===== config.mk =====
export PLATFORM = sky130hd
export DESIGN_NAME = midpoint_circle_rasterizer_core
export DESIGN_NICKNAME = d
export VERILOG_FILES = /design/src/hw/rtl/mcr_pkg.sv /design/src/hw/rtl/mcr_front.sv /design/src/hw/rtl/mcr_queue.sv /design/src/hw/rtl/mcr_back.sv /design/src/hw/rtl/midpoint_circle_rasterizer_core.sv
export VERILOG_INCLUDE_DIRS = /design/src /design/src/hw/rtl
export SDC_FILE = /design/constraint.sdc
export NUM_CORES = 1
export LEC_CHECK = 0
export BUFFER_PORTS_ARGS = -buffer_cell sky130_fd_sc_hd__buf_2
export CAP_MARGIN = 5
export CELL_PAD_IN_SITES_DETAIL_PLACEMENT = 1
export CELL_PAD_IN_SITES_GLOBAL_PLACEMENT = 2
export CORE_UTILIZATION = 38
export DETAILED_ROUTE_END_ITERATION = 6
export PLACE_DENSITY = 0.74
export SETUP_SLACK_MARGIN = 0.02
export SLEW_MARGIN = 20
export SYNTH_ARGS = -nofsm -noshare
export SYNTH_HDL_FRONTEND = slang
export SYNTH_HIERARCHICAL = 1
export SYNTH_SLANG_ARGS = --single-unit

===== constraint.sdc =====
create_clock -name clk_i -period 5.7 [get_ports clk_i]
set_clock_uncertainty 0.1 [all_clocks]
set_input_delay 0.855 -clock clk_i [delete_from_list [all_inputs] [get_ports clk_i]]
set_output_delay 0.855 -clock clk_i [all_outputs]
set_load 0.01 [all_outputs]

===== src/hw/rtl/midpoint_circle_rasterizer_core_assert.svh =====
// assertion macros shared by the rtl files
`ifndef MIDPOINT_CIRCLE_RASTERIZER_CORE_ASSERT_SVH
`define MIDPOINT_CIRCLE_RASTERIZER_CORE_ASSERT_SVH

// property checked on every clock edge outside reset
`define MCR_ASSERT(label, prop, msg) \
  label: assert property (@(posedge clk_i) disable iff (!rst_ni) (prop)) else $error(msg);

// condition that must never hold outside reset
`define MCR_ASSERT_NEVER(label, cond, msg) \
  label: assert property (@(posedge clk_i) disable iff (!rst_ni) !(cond)) else $error(msg);

`endif


===== src/hw/rtl/mcr_pkg.sv =====
package mcr_pkg;

  localparam int unsigned CoordW  = 16;
  localparam int unsigned OffW    = 15;
  localparam int unsigned RadiusW = 14;
  localparam int unsigned DecW    = 20;
  localparam int unsigned IdxW    = 3;

  typedef enum logic {
    OP_START   = 1'b0,
    OP_ADVANCE = 1'b1
  } op_e;

  typedef struct packed {
    logic                      operation;
    logic signed [CoordW-1:0]  center_x;
    logic signed [CoordW-1:0]  center_y;
    logic [RadiusW-1:0]        radius;
  } in_item_t;

  typedef struct packed {
    logic signed [CoordW-1:0]  point_x;
    logic signed [CoordW-1:0]  point_y;
    logic                      last;
    logic                      finished;
  } out_item_t;

  // one group of eight points waiting to be emitted
  typedef struct packed {
    logic [CoordW-1:0] cx;
    logic [CoordW-1:0] cy;
    logic [OffW-1:0]   ox;
    logic [OffW-1:0]   oy;
    logic              done;
  } group_t;

  // queue status seen by both sides
  typedef struct packed {
    logic empty;
    logic full;
  } q_status_t;

endpackage


===== src/hw/rtl/mcr_front.sv =====
module mcr_front (
  input  logic              clk_i,
  input  logic              rst_ni,
  input  logic              in_valid_i,
  output logic              in_ready_o,
  input  mcr_pkg::in_item_t in_item_i,
  input  mcr_pkg::q_status_t q_status_i,
  output logic              push_o,
  output mcr_pkg::group_t   push_data_o
);
  import mcr_pkg::*;

  logic [CoordW-1:0] cx_q, cx_d, cy_q, cy_d;
  logic [OffW-1:0]   ox_q, ox_d, oy_q, oy_d;
  logic [DecW-1:0]   dec_q, dec_d;
  logic              accept, running, dec_pos;
  logic [OffW-1:0]   x1, y1;
  logic [DecW-1:0]   diff;

  assign in_ready_o = !q_status_i.full;
  assign accept     = in_valid_i && in_ready_o;
  assign running    = ox_q < oy_q;
  assign dec_pos    = !dec_q[DecW-1] && (dec_q != '0);
  assign x1         = ox_q + OffW'(1);
  assign y1         = oy_q - OffW'(1);
  assign diff       = {{(DecW-OffW){1'b0}}, x1} - {{(DecW-OffW){1'b0}}, y1};

  always_comb begin
    cx_d   = cx_q;
    cy_d   = cy_q;
    ox_d   = ox_q;
    oy_d   = oy_q;
    dec_d  = dec_q;
    push_o = 1'b0;
    if (accept) begin
      unique case (op_e'(in_item_i.operation))
        OP_START: begin
          cx_d   = in_item_i.center_x;
          cy_d   = in_item_i.center_y;
          ox_d   = '0;
          oy_d   = {{(OffW-RadiusW){1'b0}}, in_item_i.radius};
          dec_d  = DecW'(3) - {{(DecW-RadiusW-1){1'b0}}, in_item_i.radius, 1'b0};
          push_o = 1'b1;
        end
        OP_ADVANCE: begin
          // nothing happens once the octant is done
          if (running) begin
            ox_d   = x1;
            push_o = 1'b1;
            if (dec_pos) begin
              oy_d  = y1;
              dec_d = dec_q + {diff[DecW-3:0], 2'b00} + DecW'(6);
            end else begin
              dec_d = dec_q + {{(DecW-OffW-2){1'b0}}, x1, 2'b00} + DecW'(6);
            end
          end
        end
        default: ;
      endcase
    end
  end

  assign push_data_o = '{cx: cx_d, cy: cy_d, ox: ox_d, oy: oy_d, done: !(ox_d < oy_d)};

  always_ff @(posedge clk_i or negedge rst_ni) begin
    if (!rst_ni) begin
      cx_q  <= '0;
      cy_q  <= '0;
      ox_q  <= '0;
      oy_q  <= '0;
      dec_q <= '0;
    end else begin
      cx_q  <= cx_d;
      cy_q  <= cy_d;
      ox_q  <= ox_d;
      oy_q  <= oy_d;
      dec_q <= dec_d;
    end
  end

endmodule


===== src/hw/rtl/mcr_queue.sv =====
`include "midpoint_circle_rasterizer_core_assert.svh"

module mcr_queue #(
  parameter int unsigned Depth = 2
) (
  input  logic               clk_i,
  input  logic               rst_ni,
  input  logic               push_i,
  input  mcr_pkg::group_t    push_data_i,
  input  logic               pop_i,
  output mcr_pkg::group_t    head_o,
  output mcr_pkg::q_status_t status_o
);
  import mcr_pkg::*;

  localparam int unsigned PtrW = $clog2(Depth);
  localparam int unsigned CntW = $clog2(Depth + 1);

  group_t          mem_q [Depth];
  logic [PtrW-1:0] wr_ptr_q, rd_ptr_q;
  logic [CntW-1:0] cnt_q;
  logic            do_push, do_pop;

  assign status_o.empty = (cnt_q == '0);
  assign status_o.full  = (cnt_q == CntW'(Depth));
  assign do_push        = push_i && !status_o.full;
  assign do_pop         = pop_i && !status_o.empty;
  assign head_o         = mem_q[rd_ptr_q];

  always_ff @(posedge clk_i) begin
    if (do_push) begin
      mem_q[wr_ptr_q] <= push_data_i;
    end
  end

  always_ff @(posedge clk_i or negedge rst_ni) begin
    if (!rst_ni) begin
      wr_ptr_q <= '0;
      rd_ptr_q <= '0;
      cnt_q    <= '0;
    end else begin
      if (do_push) begin
        wr_ptr_q <= (wr_ptr_q == PtrW'(Depth - 1)) ? '0 : wr_ptr_q + PtrW'(1);
      end
      if (do_pop) begin
        rd_ptr_q <= (rd_ptr_q == PtrW'(Depth - 1)) ? '0 : rd_ptr_q + PtrW'(1);
      end
      cnt_q <= cnt_q + CntW'(do_push) - CntW'(do_pop);
    end
  end

  `MCR_ASSERT_NEVER(a_no_overflow, push_i && status_o.full, "push into full queue")
  `MCR_ASSERT_NEVER(a_no_underflow, pop_i && status_o.empty, "pop from empty queue")
  `MCR_ASSERT(a_cnt_tracks, do_push && !do_pop |=> cnt_q == $past(cnt_q) + CntW'(1), "count lost a push")

endmodule


===== src/hw/rtl/mcr_back.sv =====
`include "midpoint_circle_rasterizer_core_assert.svh"

module mcr_back (
  input  logic                clk_i,
  input  logic                rst_ni,
  input  mcr_pkg::group_t     head_i,
  input  mcr_pkg::q_status_t  q_status_i,
  output logic                pop_o,
  output logic                out_valid_o,
  input  logic                out_ready_i,
  output mcr_pkg::out_item_t  out_item_o
);
  import mcr_pkg::*;

  logic [IdxW-1:0]   idx_q, idx_d;
  logic              out_valid_q, out_valid_d;
  out_item_t         out_q, out_d;
  logic              load;
  logic [CoordW-1:0] ox16, oy16, nx, ny, ax, ay;

  // output register may refill when empty or being taken
  assign load  = !q_status_i.empty && (!out_valid_q || out_ready_i);
  assign pop_o = load && (idx_q == IdxW'(7));

  always_comb begin
    ox16 = {1'b0, head_i.ox};
    oy16 = {1'b0, head_i.oy};
    nx   = idx_q[0] ? CoordW'(0) - ox16 : ox16;
    ny   = idx_q[1] ? CoordW'(0) - oy16 : oy16;
    ax   = idx_q[2] ? ny : nx;
    ay   = idx_q[2] ? nx : ny;
    out_d.point_x  = head_i.cx + ax;
    out_d.point_y  = head_i.cy + ay;
    out_d.last     = (idx_q == IdxW'(7));
    out_d.finished = head_i.done;
  end

  always_comb begin
    idx_d       = idx_q;
    out_valid_d = out_valid_q;
    if (load) begin
      idx_d       = idx_q + IdxW'(1);
      out_valid_d = 1'b1;
    end else if (out_ready_i) begin
      out_valid_d = 1'b0;
    end
  end

  always_ff @(posedge clk_i) begin
    if (load) begin
      out_q <= out_d;
    end
  end

  always_ff @(posedge clk_i or negedge rst_ni) begin
    if (!rst_ni) begin
      idx_q       <= '0;
      out_valid_q <= 1'b0;
    end else begin
      idx_q       <= idx_d;
      out_valid_q <= out_valid_d;
    end
  end

  assign out_valid_o = out_valid_q;
  assign out_item_o  = out_q;

  `MCR_ASSERT(a_group_held, idx_q != '0 |-> !q_status_i.empty, "group left queue mid-emission")
  `MCR_ASSERT(a_pop_wraps, pop_o |=> idx_q == '0, "index not back to zero after group")
  `MCR_ASSERT(a_last_marks_pop, load |=> out_valid_q && (out_q.last == $past(pop_o)), "last flag out of step with pop")

endmodule


===== src/hw/rtl/midpoint_circle_rasterizer_core.sv =====
// Midpoint circle point generator. A start transaction (operation 0) loads a
// center and radius and yields the first group of eight symmetric points; an
// advance transaction (operation 1) steps the octant one x position and yields
// the next group, or nothing once x has reached y. Every group is eight output
// transactions, last set on the eighth, finished set on each point of the
// final group. The single result channel gives one point per cycle while
// out_ready_i is high; each group passes through the queue and then the
// output register before its first point shows. Input items are taken at one
// per cycle until QueueDepth groups, the one in emission included, are queued.
module midpoint_circle_rasterizer_core #(
  parameter int unsigned QueueDepth = 2
) (
  input  logic               clk_i,
  input  logic               rst_ni,
  input  logic               in_valid_i,
  output logic               in_ready_o,
  input  mcr_pkg::in_item_t  in_item_i,
  output logic               out_valid_o,
  input  logic               out_ready_i,
  output mcr_pkg::out_item_t out_item_o
);
  import mcr_pkg::*;

  logic      push, pop;
  group_t    push_data, head;
  q_status_t q_status;

  mcr_front u_front (
    .clk_i      (clk_i),
    .rst_ni     (rst_ni),
    .in_valid_i (in_valid_i),
    .in_ready_o (in_ready_o),
    .in_item_i  (in_item_i),
    .q_status_i (q_status),
    .push_o     (push),
    .push_data_o(push_data)
  );

  mcr_queue #(
    .Depth(QueueDepth)
  ) u_queue (
    .clk_i      (clk_i),
    .rst_ni     (rst_ni),
    .push_i     (push),
    .push_data_i(push_data),
    .pop_i      (pop),
    .head_o     (head),
    .status_o   (q_status)
  );

  mcr_back u_back (
    .clk_i      (clk_i),
    .rst_ni     (rst_ni),
    .head_i     (head),
    .q_status_i (q_status),
    .pop_o      (pop),
    .out_valid_o(out_valid_o),
    .out_ready_i(out_ready_i),
    .out_item_o (out_item_o)
  );

endmodule

After elaboration in Yosys (flattened, before gate mapping)
Memories as Yosys holds them, arrays and structs flattened.
Cells that the tools add are included.
{"block": "op_classes", "eq_ne": 3, "order_cmp": 2, "mux": 27, "n_addsub": 17, "bitwise": 1, "reduce_logical": 16}
{"cell": "$mux 16", "count": 8}
{"cell": "$mux 15", "count": 5}
{"cell": "$pmux 15 s2", "count": 2}
{"cell": "$add 20x3->20 const B", "count": 2}
{"cell": "$mux 20", "count": 2}
{"cell": "$pmux 20 s2", "count": 1}
{"cell": "$add 16x16->16", "count": 2}
{"cell": "$sub 1x15->16 const A", "count": 2}
{"cell": "$lt 15x15->1", "count": 2}
{"cell": "$add 20x17->20", "count": 1}
{"cell": "$add 20x20->20", "count": 1}
{"cell": "$reduce_bool 20->1", "count": 1}
{"cell": "$sub 15x15->16", "count": 1}
{"cell": "$sub 2x15->16 const A", "count": 1}
{"cell": "$add 15x1->15 const B", "count": 1}
{"cell": "$sub 15x1->15 const B", "count": 1}
{"cell": "$mux 1", "count": 8}
{"cell": "$logic_and 1x1->1", "count": 6}
{"cell": "$logic_not 1->1", "count": 5}
{"cell": "$add 3x1->3 const B", "count": 1}
{"cell": "$eq 3x3->1 const B", "count": 1}
{"cell": "$add 1x1->1 const B", "count": 2}
{"cell": "$add 2x1->2", "count": 1}
{"cell": "$eq 2x2->1 const B", "count": 1}
{"cell": "8 further kinds", "count": 8}
{"block": "totals", "out_inout_bits": 36, "regBits": 124, "elab_cells": 81, "n_memories": 1, "mem_bits_rw": 126, "in_bits": 51}
{"name": "u_queue.mem_q", "words": 2, "width": 63, "read_ports": 1, "rd_ports_with_merged_regs": 0, "wr": 1, "line_no": "mcr_queue.sv:19", "source": "group_t mem_q [Depth];"}

Longest topological paths before layout
{"block": "logic_depth", "ltp_word": 8, "mapped_depth": 25, "depth_no_buf": 25}

Hierarchy
Netlist, hierarchy kept.
{"module": "mcr_front", "cells_each": 887, "n_inst": 1, "seq_area_each_um2": 2052.0, "area_per_inst_um2": 7850.0}
{"module": "mcr_queue", "cells_each": 214, "n_inst": 1, "seq_area_each_um2": 3883.7, "area_per_inst_um2": 5043.6}
{"module": "mcr_back", "cells_each": 346, "n_inst": 1, "seq_area_each_um2": 1121.1, "area_per_inst_um2": 3465.8}

Worst setup path before layout
Ideal clock, no wire load.
{"block": "synth_timing", "path_kind": "register to register", "startpoint": "reg u_front.oy_q[8]", "endpoint": "mem u_queue/mem_q[0][0] in the netlist's numbering (enable)", "path_stages_with_launch": 16, "synth_period_minus_slack_ps": 5927, "t_required_ps": 5116, "path_slack_ps": -227, "t_arrival_ps": 5343, "cell_sequence": "dfrtp_1 -> clkbuf_1 -> inv_1 -> ha_1 -> a21o_1 -> a21o_1 -> a211oi_1 -> o31ai_1 -> or2_1 -> clkbuf_1 -> nor2_2 -> nor2_4 -> inv_2 -> buf_2 -> nand2_1 -> nor2_1"}
{"block": "synth_via", "elab_chain_len": 7}
{"element": "start, declared", "line_no": "mcr_front.sv:14", "source": "logic [OffW-1:0] ox_q, ox_d, oy_q, oy_d;"}
{"element": "start signal, assigned", "line_no": "mcr_front.sv:76", "source": "oy_q <= oy_d;"}
{"element": "$lt 15x15->1", "line_no": "mcr_front.sv:22", "source": "assign running = ox_q < oy_q;"}
{"element": "$mux 1", "line_no": "mcr_front.sv:47", "source": "if (running) begin"}
{"element": "$pmux 1 s2", "line_no": "mcr_front.sv:36", "source": "unique case (op_e'(in_item_i.operation))"}
{"element": "$mux 1", "line_no": "mcr_front.sv:35", "source": "if (accept) begin"}
{"element": "via push", "line_no": "midpoint_circle_rasterizer_core.sv:24", "source": "logic push, pop;"}
{"element": "$logic_and 1x1->1", "line_no": "mcr_queue.sv:26", "source": "assign do_push = push_i && !status_o.full;"}
{"element": "$mux 1", "line_no": "mcr_queue.sv:31", "source": "if (do_push) begin"}
{"element": "$mux 1 (not written as such)", "line_no": "mcr_queue.sv:32", "source": "mem_q[wr_ptr_q] <= push_data_i;"}
{"element": "end, declared", "line_no": "mcr_queue.sv:19"}
The timed path passes the listed nets, and every way through them passes these cells.

Worst setup path after layout
{"block": "layout_timing", "startpoint": "reg u_front.ox_q[1]", "endpoint": "reg u_front.dec_q[19]"}
{"block": "layout_via", "elab_chain_len": 7, "elab_cells_between_ends": 12}
{"element": "start, declared", "line_no": "mcr_front.sv:14"}
{"element": "start signal, assigned", "line_no": "mcr_front.sv:69", "source": "ox_q <= '0;"}
{"element": "start signal, assigned", "line_no": "mcr_front.sv:75", "source": "ox_q <= ox_d;"}
{"element": "$add 15x1->15", "line_no": "mcr_front.sv:24", "source": "assign x1 = ox_q + OffW'(1);"}
{"element": "$sub 15x15->16", "line_no": "mcr_front.sv:26", "source": "assign diff = {{(DecW-OffW){1'b0}}, x1} - {{(DecW-OffW){1'b0}}, y1};"}
{"element": "$add 20x20->20", "line_no": "mcr_front.sv:52", "source": "dec_d = dec_q + {diff[DecW-3:0], 2'b00} + DecW'(6);"}
{"element": "$add 20x3->20", "line_no": "mcr_front.sv:52"}
{"element": "$mux 20", "line_no": "mcr_front.sv:50", "source": "if (dec_pos) begin"}
{"element": "$mux 20", "line_no": "mcr_front.sv:47"}
{"element": "$pmux 20 s2", "line_no": "mcr_front.sv:36"}
{"element": "end signal, assigned", "line_no": "mcr_front.sv:71", "source": "dec_q <= '0;"}
{"element": "end signal, assigned", "line_no": "mcr_front.sv:77", "source": "dec_q <= dec_d;"}
{"element": "end, declared", "line_no": "mcr_front.sv:15", "source": "logic [DecW-1:0] dec_q, dec_d;"}
Several ways; a longest one is shown, not always the timed one. The select of a mux whose other input is x is not followed.
A chain may end at the register's enable or synchronous reset.

==> summary.md <==
| Metric | Value |
|---|---|
| Antenna-violating nets left | `0` |
| Met1 usage | `0.260` |
| GRT Total Usage | `0.204` |
| Setup crit start kind | `flip-flop` |
| Final-report hold violation count | `0` |
| Max FO, Critical Path | `6` |
| Syn Nets | `1654` |
| Synth warn | `6` |
| TritonRoute pass-1 iters | `5` |
| Post-route cell area | `18600 sq um` |
| CP Data Required Time | `just over 6 ns` |
| Post-synthesis async set-or-reset flop share | `0.360` |
| Critical Path Source | `u_front/ox_q[1]$_DFF_PN0_` |
| Vias in the first global route | `12500` |
| Fin nets | `roughly 1800` |
| Routability cong. | `0.882` |
| Most common cell after layout, fill and taps aside | `edfxtp_1` |
| Tcrit/Tclk final | `0.930` |
| R2r startpoint | `u_front/ox_q[1]$_DFF_PN0_` |
| Placed wire-length estimate | `33.3 mm` |
| Type of the tightest min-delay check | `in -> async` |
| Initial Utilization | `0.387` |
| DIE AREA | `43900 sq um` |
| Worst-margin pin slew | `0.876 ns` |
| CTS sink cnt | `250` |
| CTS Buffer Depth | `3` |
| Share of cells above drive strength 1 | `0.202` |
| Rows | `75` |
| Root buffer cell | `clkbuf_16` |
| Worst path arrival time | `5.66 ns` |
| H-Tree Depth | `1` |
| Hold buffers post-CTS | `0` |
| Syn avg cell area | `11.3 sq um` |
| Met2 global-route usage | `0.362` |
| DIE WIDTH | `209 microns` |
| CP endpoint kind | `flip-flop` |
| Post-DR wirelength/cell | `20.8 microns` |
| Rel. slew slack | `0.416` |
| Total Routed Length | `around 44 mm` |
| Largest net degree at the start of global routing | `64` |
| Main synth FF type | `edfxtp_1` |
| Crit Path Category | `reg -> reg` |
| Num CTS Buffers | `29` |
| Synthesized flop and latch total | `250` |
| Met3 usage | `0.0227` |
| Sequential cell area fraction in the yosys report | `0.431` |
| Setup TNS | `0 ns` |
| DRC viols | `0` |
| I/O Buffers | `86` |
| Die height | `209 microns` |
| F_max | `0.189 GHz` |
| Fin. max-slew vios | `0` |
| Synth Cell Area | `roughly 16000 sq um` |
| Initial antenna violation count | `0` |
| Grt total ovfl | `0` |
| Via density per instance | `~5.5` |
| Core area | `~42000 sq um` |
| Via count | `11600` |
| CTS tree | `done` |
| Clock latency on the worst-skew pair | `0.57 ns` |
| IO Pins | `87` |
| Top post-synthesis cells by area | `edfxtp_1 29%, dfrtp_1 14%, ha_1 12%` |
| Final setup viols | `0` |
| Number of flops mapped to enable cells by yosys | `160` |
| RSZ-0062 raised after global routing | `yes` |
| Synth area leader | `edfxtp_1` |
| Post-layout min period | `~5.3 ns` |
| Area growth, synth to finish | `13.5%` |
| Synth top area share | `0.294` |
| Global-route wire length before repair | `69.9 mm` |
| Most used cells in the layout excluding fill and tap cells | `160 x edfxtp_1, 149 x ha_1, 88 x dfrtp_1, 87 x nand2_1, 85 x buf_2` |
| Netlist cell types | `90` |
| Starting DRT DRC Count | `463` |
| Placed cell area | `17500 sq um` |
| Antenna Cells | `0` |
| Total of max-cap violations | `0` |
| Post-Syn Instances | `around 1400` |
| Busiest layer in global routing | `met2` |
| Status | `complete, no violations` |
| Clock Pin Slew Worst Setup and Hold Paths | `0.06 ns` |
## per-layer routing
layer / vias to the layer above / share of wire
met5: - / 0
met4: 0 / 0.026
met3: 50 / 0.028
met2: 167 / 0.49
met1: 5741 / 0.45
li1: 5636 / -
## registers in the layout, indices dropped and copies added, names as in the netlist
name	count
u_back/out_valid_o	1
u_queue/wr_ptr_q	1
u_front/ox_q	15
u_queue/mem_q	126
u_queue/cnt_q	2
u_front/dec_q	20
u_front/oy_q	15
u_queue/rd_ptr_q	1
u_front/cx_q	16
u_front/cy_q	16
u_back/out_item_o	34
u_back/idx_q	3
## synth_stat cells, drive strengths merged (31+ instances only)
| library cell | number |
|---|---|
| inv | 64 |
| xnor2 | 69 |
| dfrtp | 90 |
| mux2 | 97 |
| edfxtp | 160 |
| nor2 | 76 |
| ha | 151 |
| mux2i | 31 |
| nand2 | 90 |
| xor2 | 57 |
| nand3 | 33 |
| a21oi | 70 |
| o21ai | 82 |
## logic make-up after synthesis
kind of cell             Yosys count  share of synthesized area
buffers and inverters            107                     0.0326
multiplexers                     128                     0.0993
adder cells (fa/ha/maj)          156                      0.122
flip-flops                       250                      0.431
AO/OA/AOI/OAI                    348                      0.141
AND/OR/NAND/NOR                  331                      0.103
XOR/XNOR                         127                     0.0707
## critical path, stage by stage (launching register included)
cell	delay (ns)
dfrtp_2	0.43
ha_2	0.25
nand3_1	0.22
nor2_1	0.21
buf_4	0.15
xor2_1	0.22
ha_1	0.31
o21ai_0	0.08
or2b_2	0.32
o41ai_2	0.10
o31ai_4	0.15
a21o_1	0.20
a21oi_1	0.17
xnor2_1	0.16
ha_1	0.26
ha_1	0.38
a2111oi_1	0.43
nand4_1	0.18
nand2_1	0.13
o21ai_1	0.11
o21a_1	0.17
nor2_1	0.10
xnor3_1	0.22
o2bb2ai_1	0.13
## worst paths after layout
| path | depth (start not counted) | to | slack (ns) |
|---|---|---|---|
| max | 23 | u_front/dec_q[19]$_DFFE_PN0P_ | 0.40 |
| min | 1 | u_front/cy_q[6]$_DFF_PN0_ | 0.30 |
| max reg2reg | 23 | u_front/dec_q[19]$_DFFE_PN0P_ | 0.40 |
| min reg2reg | 1 | u_front/dec_q[0]$_DFFE_PN0P_ | 0.39 |
| max in group asynchronous | 2 | u_front/ox_q[1]$_DFF_PN0_ | 4.04 |
| min in group clk_i | 1 | u_front/dec_q[0]$_DFFE_PN0P_ | 0.39 |
## timing repair
| action | CTS | global route |
|---|---|---|
| setup endpoints to repair | 0 | 4 |
| buffers inserted | 0 | 0 |
| resized for setup | 0 | 12 |
## cell type report
type | count | area, sq um
fillers | 4580 | 23700
multi-input cells | 1090 | 8840
flip-flops and latches | 250 | 7060
clock buffers | 36 | 813
repair buffers | 125 | 763
well taps | 539 | 674
inverters | 64 | 240
clock inverters | 18 | 181
## stage by stage
| step | instances | util | setup slack, ns | hold slack [ns] |
|---|---|---|---|---|
| after global routing | 2122 | 0.440 | 0.0139 | 0.357 |
| after global placement | 2068 | 0.415 | 0.257 | 0.359 |
| after floorplan | 1447 | - | 0.762 | 0.327 |
| final | 2122 | 0.440 | 0.397 | 0.304 |
| after CTS | 2122 | 0.439 | 0.0831 | 0.324 |
| after detailed placement | 2068 | 0.415 | 0.108 | 0.363 |
Power is left out: the tool's default activity adds up to more than one toggle a clock period on the data nets, which glitch-free logic cannot reach.
